==> config.mk <==
export PLATFORM = sky130hd
export DESIGN_NAME = stop_and_wait_frame_receiver
export DESIGN_NICKNAME = d
export VERILOG_FILES = /design/src/rtl/swfr_pkg.sv /design/src/rtl/swfr_frame.sv /design/src/rtl/stop_and_wait_frame_receiver.sv
export VERILOG_INCLUDE_DIRS = /design/src /design/src/rtl
export SDC_FILE = /design/constraint.sdc
export NUM_CORES = 1
export LEC_CHECK = 0
export ABC_CLOCK_PERIOD_IN_PS = 8400
export BUFFER_PORTS_ARGS = -buffer_cell sky130_fd_sc_hd__buf_2
export CORE_ASPECT_RATIO = 0.8
export CORE_MARGIN = 8
export CORE_UTILIZATION = 40
export CTS_BUF_LIST = sky130_fd_sc_hd__clkbuf_8 sky130_fd_sc_hd__clkbuf_16
export DETAILED_ROUTE_END_ITERATION = 10
export HOLD_SLACK_MARGIN = 0.08
export PLACE_DENSITY_LB_ADDON = 0.08
export SLEW_MARGIN = 40
export SYNTH_ARGS = -nofsm -noshare
export SYNTH_HDL_FRONTEND = slang
export SYNTH_SLANG_ARGS = --single-unit
==> constraint.sdc <==
create_clock -name aclk -period 8.4 [get_ports aclk]
set_clock_uncertainty 0.15 [all_clocks]
set_input_delay 0 -clock aclk [delete_from_list [all_inputs] [get_ports aclk]]
set_output_delay 0 -clock aclk [all_outputs]
set_load 0.005 [all_outputs]
==> src/rtl/stop_and_wait_frame_receiver_assert.svh <==
// ----------------------------------------------------------------------------
// stop-and-wait frame receiver assertion macros
// shared concurrent checks, clocked on the rising edge, off during reset
// ----------------------------------------------------------------------------
`ifndef STOP_AND_WAIT_FRAME_RECEIVER_ASSERT_SVH
`define STOP_AND_WAIT_FRAME_RECEIVER_ASSERT_SVH

// same-cycle implication
`define SWFR_ASSERT_IMP(name, clk, rst_n, ante, cons) \
    name: assert property (@(posedge clk) disable iff (!rst_n) (ante) |-> (cons)) \
        else $error("swfr assertion failed");

// next-cycle implication
`define SWFR_ASSERT_NXT(name, clk, rst_n, ante, cons) \
    name: assert property (@(posedge clk) disable iff (!rst_n) (ante) |=> (cons)) \
        else $error("swfr assertion failed");

`endif

==> src/rtl/swfr_pkg.sv <==
// ----------------------------------------------------------------------------
// swfr_pkg
// types, codes and helper functions of the stop-and-wait frame receiver
// ----------------------------------------------------------------------------
package swfr_pkg;

    // frame header flag and reply codes
    localparam logic [7:0] FLAG_LAST = 8'h08;
    localparam logic [1:0] CODE_ACK  = 2'd1;
    localparam logic [1:0] CODE_NAK  = 2'd2;

    // result kinds
    localparam logic KIND_PAYLOAD = 1'b0;
    localparam logic KIND_VERDICT = 1'b1;

    // frame verdicts
    typedef enum logic [1:0] {
        VERDICT_ACCEPT = 2'd0,
        VERDICT_DUP    = 2'd1,
        VERDICT_BAD    = 2'd2
    } verdict_t;

    // one result transaction, less the message byte count
    typedef struct packed {
        logic       kind;
        logic [7:0] payload;
        verdict_t   verdict;
        logic [7:0] check;
        logic [1:0] rtype;
        logic [7:0] seq;
        logic       done;
    } result_t;

    // 8-bit add with end-around carry
    function automatic logic [7:0] fold_add(input logic [7:0] a, input logic [7:0] b);
        logic [8:0] s;
        s = {1'b0, a} + {1'b0, b};
        if (s[8]) begin
            fold_add = s[7:0] + 8'd1;
        end else begin
            fold_add = s[7:0];
        end
    endfunction

endpackage

==> src/rtl/swfr_frame.sv <==
// ----------------------------------------------------------------------------
// swfr_frame
// per-byte frame parser: checksum, header capture, payload pass, verdict
// ----------------------------------------------------------------------------
module swfr_frame import swfr_pkg::*; #(
    parameter int PAYLOAD_BYTES = 509,
    parameter int COUNT_WIDTH   = 24
) (
    input  logic                   aclk,
    input  logic                   aresetn,
    input  logic                   step,
    input  logic [7:0]             data_byte,
    input  logic                   frame_end,
    output logic                   has_result,
    output result_t                result,
    output logic [COUNT_WIDTH-1:0] message_bytes
);

    localparam int FRAME_BYTES = PAYLOAD_BYTES + 4;
    localparam int POS_W       = $clog2(FRAME_BYTES + 1);
    localparam int CMP_W       = (POS_W > 9) ? POS_W : 9;
    localparam int SUM_W       = ((COUNT_WIDTH > POS_W) ? COUNT_WIDTH : POS_W) + 1;

    logic [POS_W-1:0]       pos_reg, pos_next;
    logic [7:0]             sum_reg, sum_next;
    logic [7:0]             flag_reg, flag_next;
    logic [7:0]             seq_reg, seq_next;
    logic [7:0]             len_reg, len_next;
    logic [7:0]             prev_reg, prev_next;
    logic [COUNT_WIDTH-1:0] acc_reg, acc_next;
    logic [POS_W-1:0]       fpc_reg, fpc_next;

    logic                   in_range;
    logic [7:0]             sum_upd, flag_upd, seq_upd, len_upd;
    logic [CMP_W-1:0]       pos_ext;
    logic                   is_payload;
    logic [SUM_W-1:0]       acc_sum;
    logic [COUNT_WIDTH-1:0] acc_sat;
    logic                   sum_ok, is_dup;
    logic [1:0]             code;

    // byte update: fold into sum, capture header fields, mark payload bytes
    always_comb begin
        in_range = pos_reg < POS_W'(FRAME_BYTES);
        pos_ext  = CMP_W'(pos_reg);
        sum_upd  = in_range ? fold_add(sum_reg, data_byte) : sum_reg;
        flag_upd = (in_range && pos_reg == POS_W'(1)) ? data_byte : flag_reg;
        seq_upd  = (in_range && pos_reg == POS_W'(2)) ? data_byte : seq_reg;
        len_upd  = (in_range && pos_reg == POS_W'(3)) ? data_byte : len_reg;
        if (flag_upd == FLAG_LAST) begin
            is_payload = in_range && pos_ext >= CMP_W'(4)
                         && pos_ext < (CMP_W'(len_upd) + CMP_W'(4));
        end else begin
            is_payload = in_range && pos_ext >= CMP_W'(3)
                         && pos_ext < CMP_W'(PAYLOAD_BYTES + 3);
        end
    end

    // verdict terms and saturating message count
    always_comb begin
        sum_ok  = sum_upd == 8'hFF;
        is_dup  = seq_upd == prev_reg;
        code    = sum_ok ? CODE_ACK : CODE_NAK;
        acc_sum = SUM_W'(acc_reg) + SUM_W'(fpc_reg);
        if (acc_sum[SUM_W-1:COUNT_WIDTH] != '0) begin
            acc_sat = '1;
        end else begin
            acc_sat = acc_sum[COUNT_WIDTH-1:0];
        end
    end

    // result fields and next state
    always_comb begin
        pos_next      = pos_reg;
        sum_next      = sum_reg;
        flag_next     = flag_reg;
        seq_next      = seq_reg;
        len_next      = len_reg;
        prev_next     = prev_reg;
        acc_next      = acc_reg;
        fpc_next      = fpc_reg;
        has_result    = frame_end || is_payload;
        result        = '0;
        message_bytes = '0;
        if (frame_end) begin
            result.kind  = KIND_VERDICT;
            result.check = ~fold_add({6'd0, code}, seq_upd);
            result.rtype = code;
            result.seq   = seq_upd;
            message_bytes = acc_reg;
            if (!sum_ok) begin
                result.verdict = VERDICT_BAD;
            end else if (is_dup) begin
                result.verdict = VERDICT_DUP;
            end else begin
                result.verdict = VERDICT_ACCEPT;
                message_bytes  = acc_sat;
                prev_next      = seq_upd;
                if (flag_upd == FLAG_LAST) begin
                    result.done = 1'b1;
                    acc_next    = '0;
                end else begin
                    acc_next    = acc_sat;
                end
            end
            pos_next  = '0;
            sum_next  = '0;
            flag_next = '0;
            seq_next  = '0;
            len_next  = '0;
            fpc_next  = '0;
        end else begin
            result.kind    = KIND_PAYLOAD;
            result.payload = is_payload ? data_byte : 8'd0;
            sum_next  = sum_upd;
            flag_next = flag_upd;
            seq_next  = seq_upd;
            len_next  = len_upd;
            if (in_range) begin
                pos_next = pos_reg + POS_W'(1);
            end
            if (is_payload) begin
                fpc_next = fpc_reg + POS_W'(1);
            end
        end
    end

    // state registers
    always_ff @(posedge aclk) begin
        if (!aresetn) begin
            pos_reg  <= '0;
            sum_reg  <= '0;
            flag_reg <= '0;
            seq_reg  <= '0;
            len_reg  <= '0;
            prev_reg <= 8'hFF;
            acc_reg  <= '0;
            fpc_reg  <= '0;
        end else if (step) begin
            pos_reg  <= pos_next;
            sum_reg  <= sum_next;
            flag_reg <= flag_next;
            seq_reg  <= seq_next;
            len_reg  <= len_next;
            prev_reg <= prev_next;
            acc_reg  <= acc_next;
            fpc_reg  <= fpc_next;
        end
    end

endmodule

==> src/rtl/stop_and_wait_frame_receiver.sv <==
// ----------------------------------------------------------------------------
// stop_and_wait_frame_receiver
// byte-wide datagram receiver with checksum check and ack/nak verdicts
// ----------------------------------------------------------------------------
//  channel   direction  payload
//  s_        in         data_byte, frame_end
//  m_        out        result_kind, payload_byte, verdict, reply fields, count
//
//  one byte per cycle sustained unless a result waits on a stalled output; a byte
//  passes an input register, parse/checksum logic and lands in the output register
//  synchronous active-low reset clears parser state, sequence memory to 0xFF
//  a stalled output holds the parser only when the pending byte makes a result
//  bytes that make no result keep flowing while the output waits
`include "stop_and_wait_frame_receiver_assert.svh"

module stop_and_wait_frame_receiver import swfr_pkg::*; #(
    parameter int PAYLOAD_BYTES = 509,
    parameter int COUNT_WIDTH   = 24
) (
    input  logic                   aclk,
    input  logic                   aresetn,
    input  logic                   s_valid,
    output logic                   s_ready,
    input  logic [7:0]             s_data_byte,
    input  logic                   s_frame_end,
    output logic                   m_valid,
    input  logic                   m_ready,
    output logic                   m_result_kind,
    output logic [7:0]             m_payload_byte,
    output logic [1:0]             m_verdict,
    output logic [7:0]             m_reply_check,
    output logic [1:0]             m_reply_type,
    output logic [7:0]             m_reply_seq,
    output logic                   m_message_done,
    output logic [COUNT_WIDTH-1:0] m_message_bytes
);

    logic                   in_valid_reg, in_valid_next;
    logic [7:0]             in_data_reg;
    logic                   in_end_reg;
    logic                   out_valid_reg, out_valid_next;
    result_t                out_res_reg;
    logic [COUNT_WIDTH-1:0] out_bytes_reg;

    logic                   has_result;
    result_t                res;
    logic [COUNT_WIDTH-1:0] res_bytes;
    logic                   out_free, advance, load_out;

    // handshake and stage control
    always_comb begin
        out_free       = !out_valid_reg || m_ready;
        advance        = in_valid_reg && (!has_result || out_free);
        load_out       = advance && has_result;
        s_ready        = !in_valid_reg || advance;
        in_valid_next  = (s_valid && s_ready) || (in_valid_reg && !advance);
        out_valid_next = load_out || (out_valid_reg && !m_ready);
    end

    // frame parser
    swfr_frame #(
        .PAYLOAD_BYTES (PAYLOAD_BYTES),
        .COUNT_WIDTH   (COUNT_WIDTH)
    ) u_frame (
        .aclk          (aclk),
        .aresetn       (aresetn),
        .step          (advance),
        .data_byte     (in_data_reg),
        .frame_end     (in_end_reg),
        .has_result    (has_result),
        .result        (res),
        .message_bytes (res_bytes)
    );

    // input register
    always_ff @(posedge aclk) begin
        if (!aresetn) begin
            in_valid_reg <= 1'b0;
        end else begin
            in_valid_reg <= in_valid_next;
        end
        if (s_valid && s_ready) begin
            in_data_reg <= s_data_byte;
            in_end_reg  <= s_frame_end;
        end
    end

    // output register
    always_ff @(posedge aclk) begin
        if (!aresetn) begin
            out_valid_reg <= 1'b0;
        end else begin
            out_valid_reg <= out_valid_next;
        end
        if (load_out) begin
            out_res_reg   <= res;
            out_bytes_reg <= res_bytes;
        end
    end

    // result ports
    assign m_valid         = out_valid_reg;
    assign m_result_kind   = out_res_reg.kind;
    assign m_payload_byte  = out_res_reg.payload;
    assign m_verdict       = out_res_reg.verdict;
    assign m_reply_check   = out_res_reg.check;
    assign m_reply_type    = out_res_reg.rtype;
    assign m_reply_seq     = out_res_reg.seq;
    assign m_message_done  = out_res_reg.done;
    assign m_message_bytes = out_bytes_reg;

    // nak exactly when the checksum failed
    `SWFR_ASSERT_IMP(a_nak_on_bad, aclk, aresetn,
        m_valid && m_result_kind == KIND_VERDICT,
        (m_verdict == VERDICT_BAD) == (m_reply_type == CODE_NAK))
    // message completion only on an accepted frame
    `SWFR_ASSERT_IMP(a_done_accepted, aclk, aresetn,
        m_valid && m_message_done,
        m_result_kind == KIND_VERDICT && m_verdict == VERDICT_ACCEPT)
    // a held byte is not dropped from the input register
    `SWFR_ASSERT_NXT(a_hold_input, aclk, aresetn,
        in_valid_reg && !advance,
        in_valid_reg && $stable(in_data_reg) && $stable(in_end_reg))
    // a new result only loads into a free output slot
    `SWFR_ASSERT_IMP(a_no_overwrite, aclk, aresetn,
        load_out,
        !out_valid_reg || m_ready)

endmodule

# Word-level counts from Yosys, hierarchy flattened
# Index checks and enable logic that the tools add are counted.
[word_totals]
inputBits = 13
ff_bits = 149
[op_classes]
reduce_logical = 31
n_mux = 25
n_lt_le_gt_ge = 5
add_sub_neg = 8
n_bitwise = 5
n_eq_ne = 6
[ops]
columns = ["operator", "n"]
rows = [
  ["$mux 24", 4],
  ["$mux 8", 11],
  ["$mux 10", 4],
  ["$add 24x10->25", 1],
  ["$add 10x1->10 const B", 2],
  ["$eq 10x2->1 const B", 2],
  ["$lt 10x10->1 const B", 2],
  ["$add 8x1->8 const B", 2],
  ["$logic_and 1x1->1", 12],
  ["$eq 10x1->1 const B", 1],
  ["$ge 10x2->1 const B", 1],
  ["$ge 10x3->1 const B", 1],
  ["$lt 10x10->1", 1],
  ["$add 2x8->9", 1],
  ["$add 8x3->9 const B", 1],
  ["$add 8x8->9", 1],
  ["$eq 8x4->1 const B", 1],
  ["$eq 8x8->1", 1],
  ["$eq 8x8->1 const B", 1],
  ["$not 8->8", 1],
  ["$logic_or 1x1->1", 6],
  ["$reduce_and 2->1", 3],
  ["$logic_not 1->1", 5],
  ["$mux 1", 4],
  ["other kinds (6)", 11],
]

# Logic depth before layout (Yosys ltp)
# Gate-level depths: netlist of the first run.
[depth]
depth_word = 14
depth_mapped = 20

# By module
# A second synthesis of the first run with hierarchy kept.
[unflattened]
hier_cells = 885
hier_area_um2 = 8318.0
[modules_own_cells]
columns = ["mod", "n_inst", "cells_per_inst", "area_per_inst_um2"]
rows = [
  ["swfr_frame", 1, 810, 6309.8],
  ["stop_and_wait_frame_receiver", 1, 75, 2008.2],
]

# Worst setup path after synthesis of the first run
# OpenSTA, ideal clock, no wires.
[synth_path]
path_type = "register -> register"
startpoint = "register u_frame.pos_reg[2], in the netlist u_frame.pos_ext[2]"
endpoint = "register u_frame.fpc_reg[1]"
t_arrival_ns = 6.286
path_stages_with_launch = 19
setup_time_ns = 0.128
synth_period_minus_slack_ns = 6.564
path_buffers = 2
path_slack_ns = 1.836
cell_sequence = "dfxtp_1 > buf_2 > nor4_1 > nand3_1 > clkbuf_1 > nor2_1 > a21oi_1 > nor3_1 > and2_1 > xor2_1 > ha_1 > a21o_1 > a211oi_1 > o2111ai_1 > o311a_1 > nor2_1 > inv_1 > a32oi_1 > nor2_1"
[synth_via]
elab_chain_cells = 12
word_cells_on_any_way = 24
cone_classes = "add/sub (1); order compare (5); eq/ne (3); mux (3); reduce/logical (12)"
[synth_rtl]
columns = ["element", "line_no", "source"]
rows = [
  ["start, declared", "swfr_frame.sv:24", "logic [POS_W-1:0] pos_reg, pos_next;"],
  ["start signal, assigned", "swfr_frame.sv:140", "pos_reg <= pos_next;"],
  ["$lt 10x10->1 / $eq 10x2->1 (equally long branches)", "swfr_frame.sv:44, swfr_frame.sv:49", ""],
  ["$logic_and 1x1->1", "swfr_frame.sv:49", "len_upd = (in_range && pos_reg == POS_W'(3)) ? data_byte : len_reg;"],
  ["$mux 8", "swfr_frame.sv:49", ""],
  ["$add 8x3->9", "swfr_frame.sv:52", "&& pos_ext < (CMP_W'(len_upd) + CMP_W'(4));"],
  ["$lt 10x10->1", "swfr_frame.sv:52", ""],
  ["$logic_and 1x1->1", "swfr_frame.sv:52", ""],
  ["$mux 1 *", "swfr_frame.sv:50", "if (flag_upd == FLAG_LAST) begin"],
  ["$logic_or 1x1->1", "swfr_frame.sv:82", "has_result = frame_end || is_payload;"],
  ["$logic_not 1->1", "stop_and_wait_frame_receiver.sv:53", "advance = in_valid_reg && (!has_result || out_free);"],
  ["$logic_or 1x1->1", "stop_and_wait_frame_receiver.sv:53", ""],
  ["$logic_and 1x1->1", "stop_and_wait_frame_receiver.sv:53", ""],
  ["$reduce_and 2->1 (no source line) *", "--", ""],
  ["end signal, assigned", "swfr_frame.sv:147", "fpc_reg <= fpc_next;"],
  ["end, declared", "swfr_frame.sv:31", "logic [POS_W-1:0] fpc_reg, fpc_next;"],
]
# Every way passes the cells marked *; elsewhere a longest branch is shown, timed or not.
# A chain may end at the register's enable or synchronous reset.

# Final worst setup path of the first run
[layout_path]
startpoint = "register u_frame.pos_reg[2], in the netlist u_frame.pos_ext[2]"
endpoint = "register u_frame.flag_reg[7]"
[layout_via]
elab_chain_cells = 11
word_cells_on_any_way = 23
cone_classes = "add/sub (1); order compare (5); eq/ne (3); mux (4); reduce/logical (10)"
[layout_rtl]
columns = ["element", "line_no", "source"]
rows = [
  ["$lt 10x10->1 / $eq 10x2->1 (equally long branches)", "swfr_frame.sv:44, swfr_frame.sv:49", ""],
  ["$logic_and 1x1->1", "swfr_frame.sv:49", ""],
  ["$mux 8", "swfr_frame.sv:49", ""],
  ["$add 8x3->9", "swfr_frame.sv:52", ""],
  ["$lt 10x10->1", "swfr_frame.sv:52", ""],
  ["$logic_and 1x1->1", "swfr_frame.sv:52", ""],
  ["$mux 1", "swfr_frame.sv:50", ""],
  ["$logic_or 1x1->1", "swfr_frame.sv:82", ""],
  ["$logic_not 1->1", "stop_and_wait_frame_receiver.sv:53", ""],
  ["$logic_or 1x1->1", "stop_and_wait_frame_receiver.sv:53", ""],
  ["$logic_and 1x1->1", "stop_and_wait_frame_receiver.sv:53", ""],
  ["end signal, assigned", "swfr_frame.sv:142", "flag_reg <= flag_next;"],
  ["end, declared", "swfr_frame.sv:26", "logic [7:0] flag_reg, flag_next;"],
]
# Parallel ways exist; a longest one is shown, timed or not.

==> metrics.md, run 1 <==
| Metric | Value |
|---|---|
| Avg WL per Cell | 18.1 um |
| Largest net degree at the start of global routing | 59 |
| Yosys top cell by area | edfxtp_1 |
| Post-CTS setup buffers | 0 |
| Post-Synth XOR/XNOR Area | 3.96% |
| Clk buf depth | 2 |
| Row count | 47 |
| Worst-Skew Late Latency | 0.43 ns |
| Synth warnings | 0 |
| Sequential share of the synthesized area | 42.7% |
| Sw frac | 26.4% |
| Die ar. | 25900 sq um |
| Min Clock Period, post-route | 5.53 ns |
| Pre-CTS setup slack | 2.49 ns |
| Asr flop ratio synth | 0% |
| Post-synthesis mux area share | 3.00% |
| Slew margin rel. | 46.1% |
| CP arrival | 5.72 ns |
| Initial antenna violation count | 0 |
| Core Box Area | 20600 sq um |
| # H-tree levels | 4 |
| Simple-Gate Fraction of Synth Area | 20.9% |
| Mean Syn Cell Area | 9.04 sq um |
| Min-Delay Path Class | in2reg |
| Max Freq | 181 MHz |
| # IOs | 69 |
| Routed wire length | 23.1 mm |
| Final nets | 1045 |
| Post-DP HPWL | 16.1 mm |
| Clk pwr share | 45.9% |
| TritonCTS clock tree | yes |
| Vias in the first global route | 6712 |
| LEAKAGE | 3.81 nW |
| Share of cells above drive strength 1 | 13.7% |
| GRT Total Usage | 17.9% |
| Worst vdd ir | 109 uV |
| Placer congestion estimate | 0.859 |
| Share of power burned in registers | 47.4% |
| Total negative slack | 0 ns |
| Largest cells by area after synthesis | edfxtp_1 22%, dfxtp_1 21%, nor2_1 5.5% |
| Status | completed |
| Top cell type's share of synthesized area | 22.2% |
| Initial DRC count | 571 |
| Req. time, crit path | 8.60 ns |
| Synthesized Nets | 982 |
| RSZ-0062 raised after global routing | no |
| Post-synth EDFFs | 62 |
| Port-buffer cells | 68 |
| Library cells used by synthesis | 74 |
| Slowest cell on crit path | nand3_1 |
| Global route overflow | 0 |
| Crit start category | flop |
| CTS resizes | 0 |
| CP Cell Sequence | nor4_2 > nand3_1 > nor2_1 > a21oi_1 > nor3_1 > and2_1 > xor2_1 > ha_1 > a21o_1 > a211oi_1 > o2111ai_1 > o311a_1 > o21ai_4 > buf_4 > a21o_1 > a22oi_1 > nor2_1 |
| Synth Flop Type | dfxtp_1 |
| Main combinational cell family by area after synthesis | simple AND/OR/NAND/NOR gates |
| Synth Area in Adders | 6.23% |
| Die H | 146 um |
| Antenna viol nets, final | 0 |
| DRC viols | 0 |
| Flops & latches, synth | 148 |
| Setup violations, final | 0 |
| Max incr delay on CP | 0.65 ns |
| Die width | 178 um |
| Worst slew pin tran | 0.803 ns |
| Combinational share of power | 6.7% |
| Fin. max-slew vios | 0 |
| Total of max-cap violations | 0 |
| Initial cell density of the core | 40.7% |
| Total clock sinks | 148 |
| Synth Area in Compound Gates | 19.2% |
| CTS buffer count | 17 |
| Hold_buf cts | 13 |
| Reg clk slew, reported paths | 0.07 ns |
| Final Cycle Share | 65.8% |
| Cell Pwr Density | 166 nW/um^2 |
| First-pass DRT Iterations | 5 |
| Clock Tree Root | clkbuf_16 |
| Crit end category | flop |
| Vias/cell | 5.58 |
| Final Worst Setup Slack | 2.87 ns |
| Crit Path Class | reg2reg |
| Gate Count Post-Synth | 929 |
| Via count | 7119 |
| Final Hold Viols | 0 |
| Switching power | 428 uW |
| Layout Area Growth over Synthesis | 16.1% |
| Cell-internal power | 1.19 mW |
| Max FO, Critical Path | 20 |
| Global-route wire length before repair | 37.2 mm |
| Synth Cell Area | 8390 sq um |
-- cells in the final DEF (no fill, tap or decap), types with 4 or more instances in the layout --
cell           Yosys  final
a211oi_1          20     20
a21o_1            11     11
a21oi_1           71     71
a22oi_1           16     16
a311oi_1           9      9
a31oi_1            8      7
a32oi_1            4      4
a41oi_1            5      5
and2_1             9      9
and3_1            25     25
buf_2              8     68
buf_4              1     10
clkbuf_16          0     17
dfxtp_1           86     86
dlygate4sd3_1      0     13
edfxtp_1          62     62
ha_1              37     37
inv_1             35     35
inv_6              0      6
mux2i_1           24     23
nand2_1           70     70
nand3_1           26     26
nand4_1           19     19
nor2_1           124    123
nor3_1            29     29
nor4_1            11      8
o211a_1            4      4
o211ai_1           6      6
o21a_1            15     15
o21ai_0           21     21
o21bai_1           4      4
o22ai_1            4      4
o31ai_1            6      6
or3_1             10      9
or4_1              5      5
xnor2_1           19     19
xor2_1            19     19
-- cell usage after synthesis, drive strengths merged (5+ instances only) --
cell type    n
a2111oi      5
a211oi      21
a21o        11
a21oi       72
a22oi       16
a311oi       9
a31oi        8
a41oi        5
and2        10
and3        25
buf         11
clkbuf      37
dfxtp       86
edfxtp      62
ha          37
inv         35
mux2i       24
nand2       70
nand3       26
nand4       19
nor2       125
nor3        32
nor4        11
o211ai       6
o21a        15
o21ai       25
o31ai        6
or3         10
or4          5
xnor2       19
xor2        19
-- metal layers --
layer	up-vias	GRT usage (%)	routed length (um)
li1	3565	-	-
met1	3340	26.2	11500
met2	192	26.5	9960
met3	22	3.16	1320
met4	0	4.45	244
met5	-	0	0
-- power by group through the flow --
stage / clock [mW] / combinational (mW) / sequential, mW
6_report: 0.743 / 0.109 / 0.768
3_3_place_gp: 0 / 0.104 / 0.784
2_1_floorplan: 0 / 0.0712 / 0.779
4_1_cts: 0.763 / 0.109 / 0.768
3_5_place_dp: 0 / 0.104 / 0.784
5_1_grt: 0.793 / 0.120 / 0.769
-- worst max-delay path: cells and delay by family (launching register included) --
family / cells / cell delay [ns]
AOI/OAI and AO/OA: 8 / 2.10
adders and majority gates: 1 / 0.26
buffers and inverters: 1 / 0.28
and+or+nand+nor: 6 / 2.09
DFF: 1 / 0.42
xor gates and xnor gates: 1 / 0.15
-- worst paths after layout --
path                              startpoint                          endpoint  slack (ns)  depth (start not counted)
max          u_frame.pos_ext[2]$_SDFFE_PN0P_  u_frame.flag_reg[7]$_SDFFE_PN0N_        2.87                         17
min                              s_frame_end              in_end_reg$_DFFE_PP_        0.13                          2
max reg2reg  u_frame.pos_ext[2]$_SDFFE_PN0P_  u_frame.flag_reg[7]$_SDFFE_PN0N_        2.87                         17
min reg2reg  u_frame.len_reg[3]$_SDFFE_PN0N_   u_frame.len_reg[3]$_SDFFE_PN0N_        0.31                          2
-- layout make-up --
| type | instances | area, sq um |
|---|---|---|
| timing repair buffer | 92 | 557 |
| fill | 1964 | 10900 |
| sequential | 148 | 3580 |
| inverter | 37 | 139 |
| multi-input combinational | 696 | 4550 |
| tap | 269 | 337 |
| clock buffer | 17 | 425 |
| clock inverter | 15 | 156 |
| antenna | 1 | 2.50 |
-- metrics by stage --
step           utilization, %  instance area, sq um  power, mW  hold WS [ns]  instances
2_1_floorplan               -                  8390      0.851       -0.0511        929
3_3_place_gp             43.5                  8990      0.888        0.0265       1227
3_5_place_dp             43.7                  9010      0.888        0.0289       1229
4_1_cts                  47.1                  9720       1.64         0.107       1274
5_1_grt                  47.2                  9740       1.68         0.122       1274
6_report                 47.2                  9750       1.62         0.128       1275
-- cells by family (layout without fill, tap and decap cells) --
| family | Yosys count | count (layout) |
|---|---|---|
| muxes | 25 | 25 |
| adders and majority gates | 40 | 40 |
| other | 0 | 1 |
| and+or+nand+nor | 359 | 359 |
| AOI/OAI and AO/OA | 234 | 234 |
| buffers and inverters | 85 | 161 |
| DFF | 148 | 148 |
| xor gates and xnor gates | 38 | 38 |
Power figures use the tool's default switching activity.
==> inputs of run 2 (changes only) <==
Settings changed: ABC_CLOCK_PERIOD_IN_PS 8400 to 5200.
Clock period 8.4 ns to 5.2 ns, I/O delays scaled along.
==> run 2 against run 1 <==
  * Sequential share of layout area fell by 0.38 points
  * Critical path type unchanged
  * Sequential cell count did not move
  * Sequential power rose by 60%
  * Fmax rose by 14%
  * Largest cell class unchanged
  * Count of clock-buffer cells in the layout did not move
==> metrics.md, run 2 (synthesized netlist as in run 1, its figures left out) <==
| Metric | Value |
|---|---|
| Crit Path Class | reg2reg (unchanged) |
| Initial antenna violation count | 0 (unchanged) |
| # H-tree levels | 4 (unchanged) |
| TritonCTS clock tree | yes (unchanged) |
| Antenna viol nets, final | 0 (unchanged) |
| Crit end category | flop (unchanged) |
| Final Cycle Share | 93.1% (was 65.8%) |
| Worst vdd ir | 163 uV (was 109 uV) |
| Worst Setup SP | u_frame.sum_reg[0]$_SDFFE_PN0N_ (was u_frame.pos_ext[2]$_SDFFE_PN0P_) |
| Die H | 146 um (unchanged) |
| CTS buffer count | 17 (unchanged) |
| Reg clk slew, reported paths | 0.07 ns (about the same) |
| Fin. max-slew vios | 0 (unchanged) |
| Worst-Skew Late Latency | 0.43 ns (about the same) |
| Routed wire length | 24.4 mm (was 23.1 mm) |
| Die ar. | 25900 sq um (unchanged) |
| Share of cells above drive strength 1 | 15.1% (was 13.7%) |
| Total clock sinks | 148 (unchanged) |
| Core Box Area | 20600 sq um (unchanged) |
| Row count | 47 (unchanged) |
| Initial DRC count | 605 (was 571) |
| R2R cell count | 15 (was 17) |
| Crit start category | flop (unchanged) |
| LEAKAGE | 3.90 nW (was 3.81 nW) |
| Total negative slack | 0 ns (unchanged) |
| FF-to-FF End | m_reply_check[1]$_SDFFCE_PN0P_ (was u_frame.flag_reg[7]$_SDFFE_PN0N_) |
| Worst slew pin tran | 0.767 ns (was 0.803 ns) |
| Fillers | 2021 (was 1964) |
| Worst r2r src | u_frame.sum_reg[0]$_SDFFE_PN0N_ (was u_frame.pos_ext[2]$_SDFFE_PN0P_) |
| Vias/cell | 5.68 (was 5.58) |
| Min Clock Period, post-route | 4.84 ns (was 5.53 ns) |
| Total of max-cap violations | 0 (unchanged) |
| Port-buffer cells | 68 (unchanged) |
| Final nets | 1064 (was 1045) |
| Global-route wire length before repair | 39.5 mm (was 37.2 mm) |
| Cell Pwr Density | 265 nW/um^2 (was 166 nW/um^2) |
| CP arrival | 4.88 ns (was 5.72 ns) |
| Largest net degree at the start of global routing | 53 (was 59) |
| Req. time, crit path | 5.24 ns (was 8.60 ns) |
| Clock Tree Root | clkbuf_16 (unchanged) |
| First-pass DRT Iterations | 5 (unchanged) |
| Post-DP HPWL | 17.2 mm (was 16.1 mm) |
| # IOs | 69 (unchanged) |
| Most frequent cells in the layout | 123 x nor2_1, 86 x dfxtp_1, 71 x a21oi_1, 70 x nand2_1, 68 x buf_2 (unchanged) |
| Setup violations, final | 0 (unchanged) |
| Slew margin rel. | 48.4% (was 46.1%) |
| Number of diodes | 0 (was 1) |
| Max FO, Critical Path | 7 (was 20) |
| Global route overflow | 0 (unchanged) |
| Vias in the first global route | 6901 (was 6712) |
| Initial cell density of the core | 40.7% (unchanged) |
| Min-Delay Path Class | in2reg (unchanged) |
| Max Freq | 207 MHz (was 181 MHz) |
| Final Hold Viols | 0 (unchanged) |
| GRT Total Usage | 19.2% (was 17.9%) |
| Layout Area Growth over Synthesis | 17.3% (was 16.1%) |
| Placer congestion estimate | 0.857 (was 0.859) |
| Clk buf depth | 2 (unchanged) |
| Flop-to-flop setup slack | 0.36 ns (was 2.87 ns) |
| Status | completed (unchanged) |
| Via count | 7340 (was 7119) |
| RSZ-0062 raised after global routing | no (unchanged) |
| CP endpoint | m_reply_check[1]$_SDFFCE_PN0P_ (was u_frame.flag_reg[7]$_SDFFE_PN0N_) |
| Hold slack | 0.121 ns (was 0.128 ns) |
| Die width | 178 um (unchanged) |
| DRC viols | 0 (unchanged) |
| Avg WL per Cell | 18.9 um (was 18.1 um) |
| Commonest non-fill, non-tap cell in the layout | nor2_1 (unchanged) |
-- run 2: layer usage --
metal | part of all wire, % | vias to the layer above | track usage [%]
met5 | 0 | - | 0
met4 | 0.92 | 0 | 4.49
met3 | 6.4 | 21 | 4.07
met2 | 40 | 220 | 26.1
met1 | 52 | 3498 | 29.8
li1 | - | 3601 | -
-- run 2: repair_timing --
item,in CTS,in global routing
endpoints found under the setup margin,0,12
buffers inserted,0,2
resized for setup,0,2
endpoints found under the hold margin,31,0
hold buffers,13,0
-- run 2: worst min-delay path by stage --
stage / startpoint / end / slack [ns] / cells past startpoint
after floorplan: s_data_byte[0] / in_data_reg[0]$_DFFE_PP_ / -0.05 / 0
after global placement: s_data_byte[2] / in_data_reg[2]$_DFFE_PP_ / 0.03 / 1
after detailed placement: s_data_byte[4] / in_data_reg[4]$_DFFE_PP_ / 0.03 / 1
after CTS: s_data_byte[4] / in_data_reg[4]$_DFFE_PP_ / 0.11 / 2
after global routing: s_data_byte[2] / in_data_reg[2]$_DFFE_PP_ / 0.12 / 2
final: s_data_byte[4] / in_data_reg[4]$_DFFE_PP_ / 0.12 / 2
-- run 2: critical path, stage by stage, from the launching register on --
cell and delay [ns]:
dfxtp_1 0.37, ha_1 0.20, inv_1 0.06, fa_1 0.43
nand2b_1 0.20, a21oi_2 0.24, o21a_1 0.31, xnor2_1 0.11
a2111oi_2 0.43, or4b_4 0.54, nor3_2 0.31, ha_1 0.25
fa_1 0.46, ha_1 0.30, nand2_1 0.04, and3_1 0.18
-- run 2: where the power goes --
part,internal (mW),total [mW],switching [mW]
Combinational,0.0677,0.192,0.124
Sequential,1.22,1.23,0.0107
Clock,0.631,1.19,0.556
Total,1.92,2.61,0.691
-- run 2: stage by stage --
stage	worst slack (ns)	power [mW]	util [%]	area (sq um)	cells
floorplan	0.286	1.37	-	8400	929
global placement	0.352	1.44	44.2	9130	1246
detailed placement	0.216	1.44	44.2	9130	1246
CTS	0.199	2.64	47.6	9820	1291
global route	0.0485	2.71	47.7	9850	1293
finish	0.358	2.61	47.7	9850	1293
-- run 2: final cells by class --
class | instances | area [sq um] | area share (%)
clock buffer | 17 | 425 | 4.32
clock inverter | 15 | 136 | 1.38
inverter | 37 | 139 | 1.41
multi-input combinational | 696 | 4510 | 45.8
sequential | 148 | 3580 | 36.4
tap | 269 | 337 | 3.42
timing repair buffer | 111 | 721 | 7.32
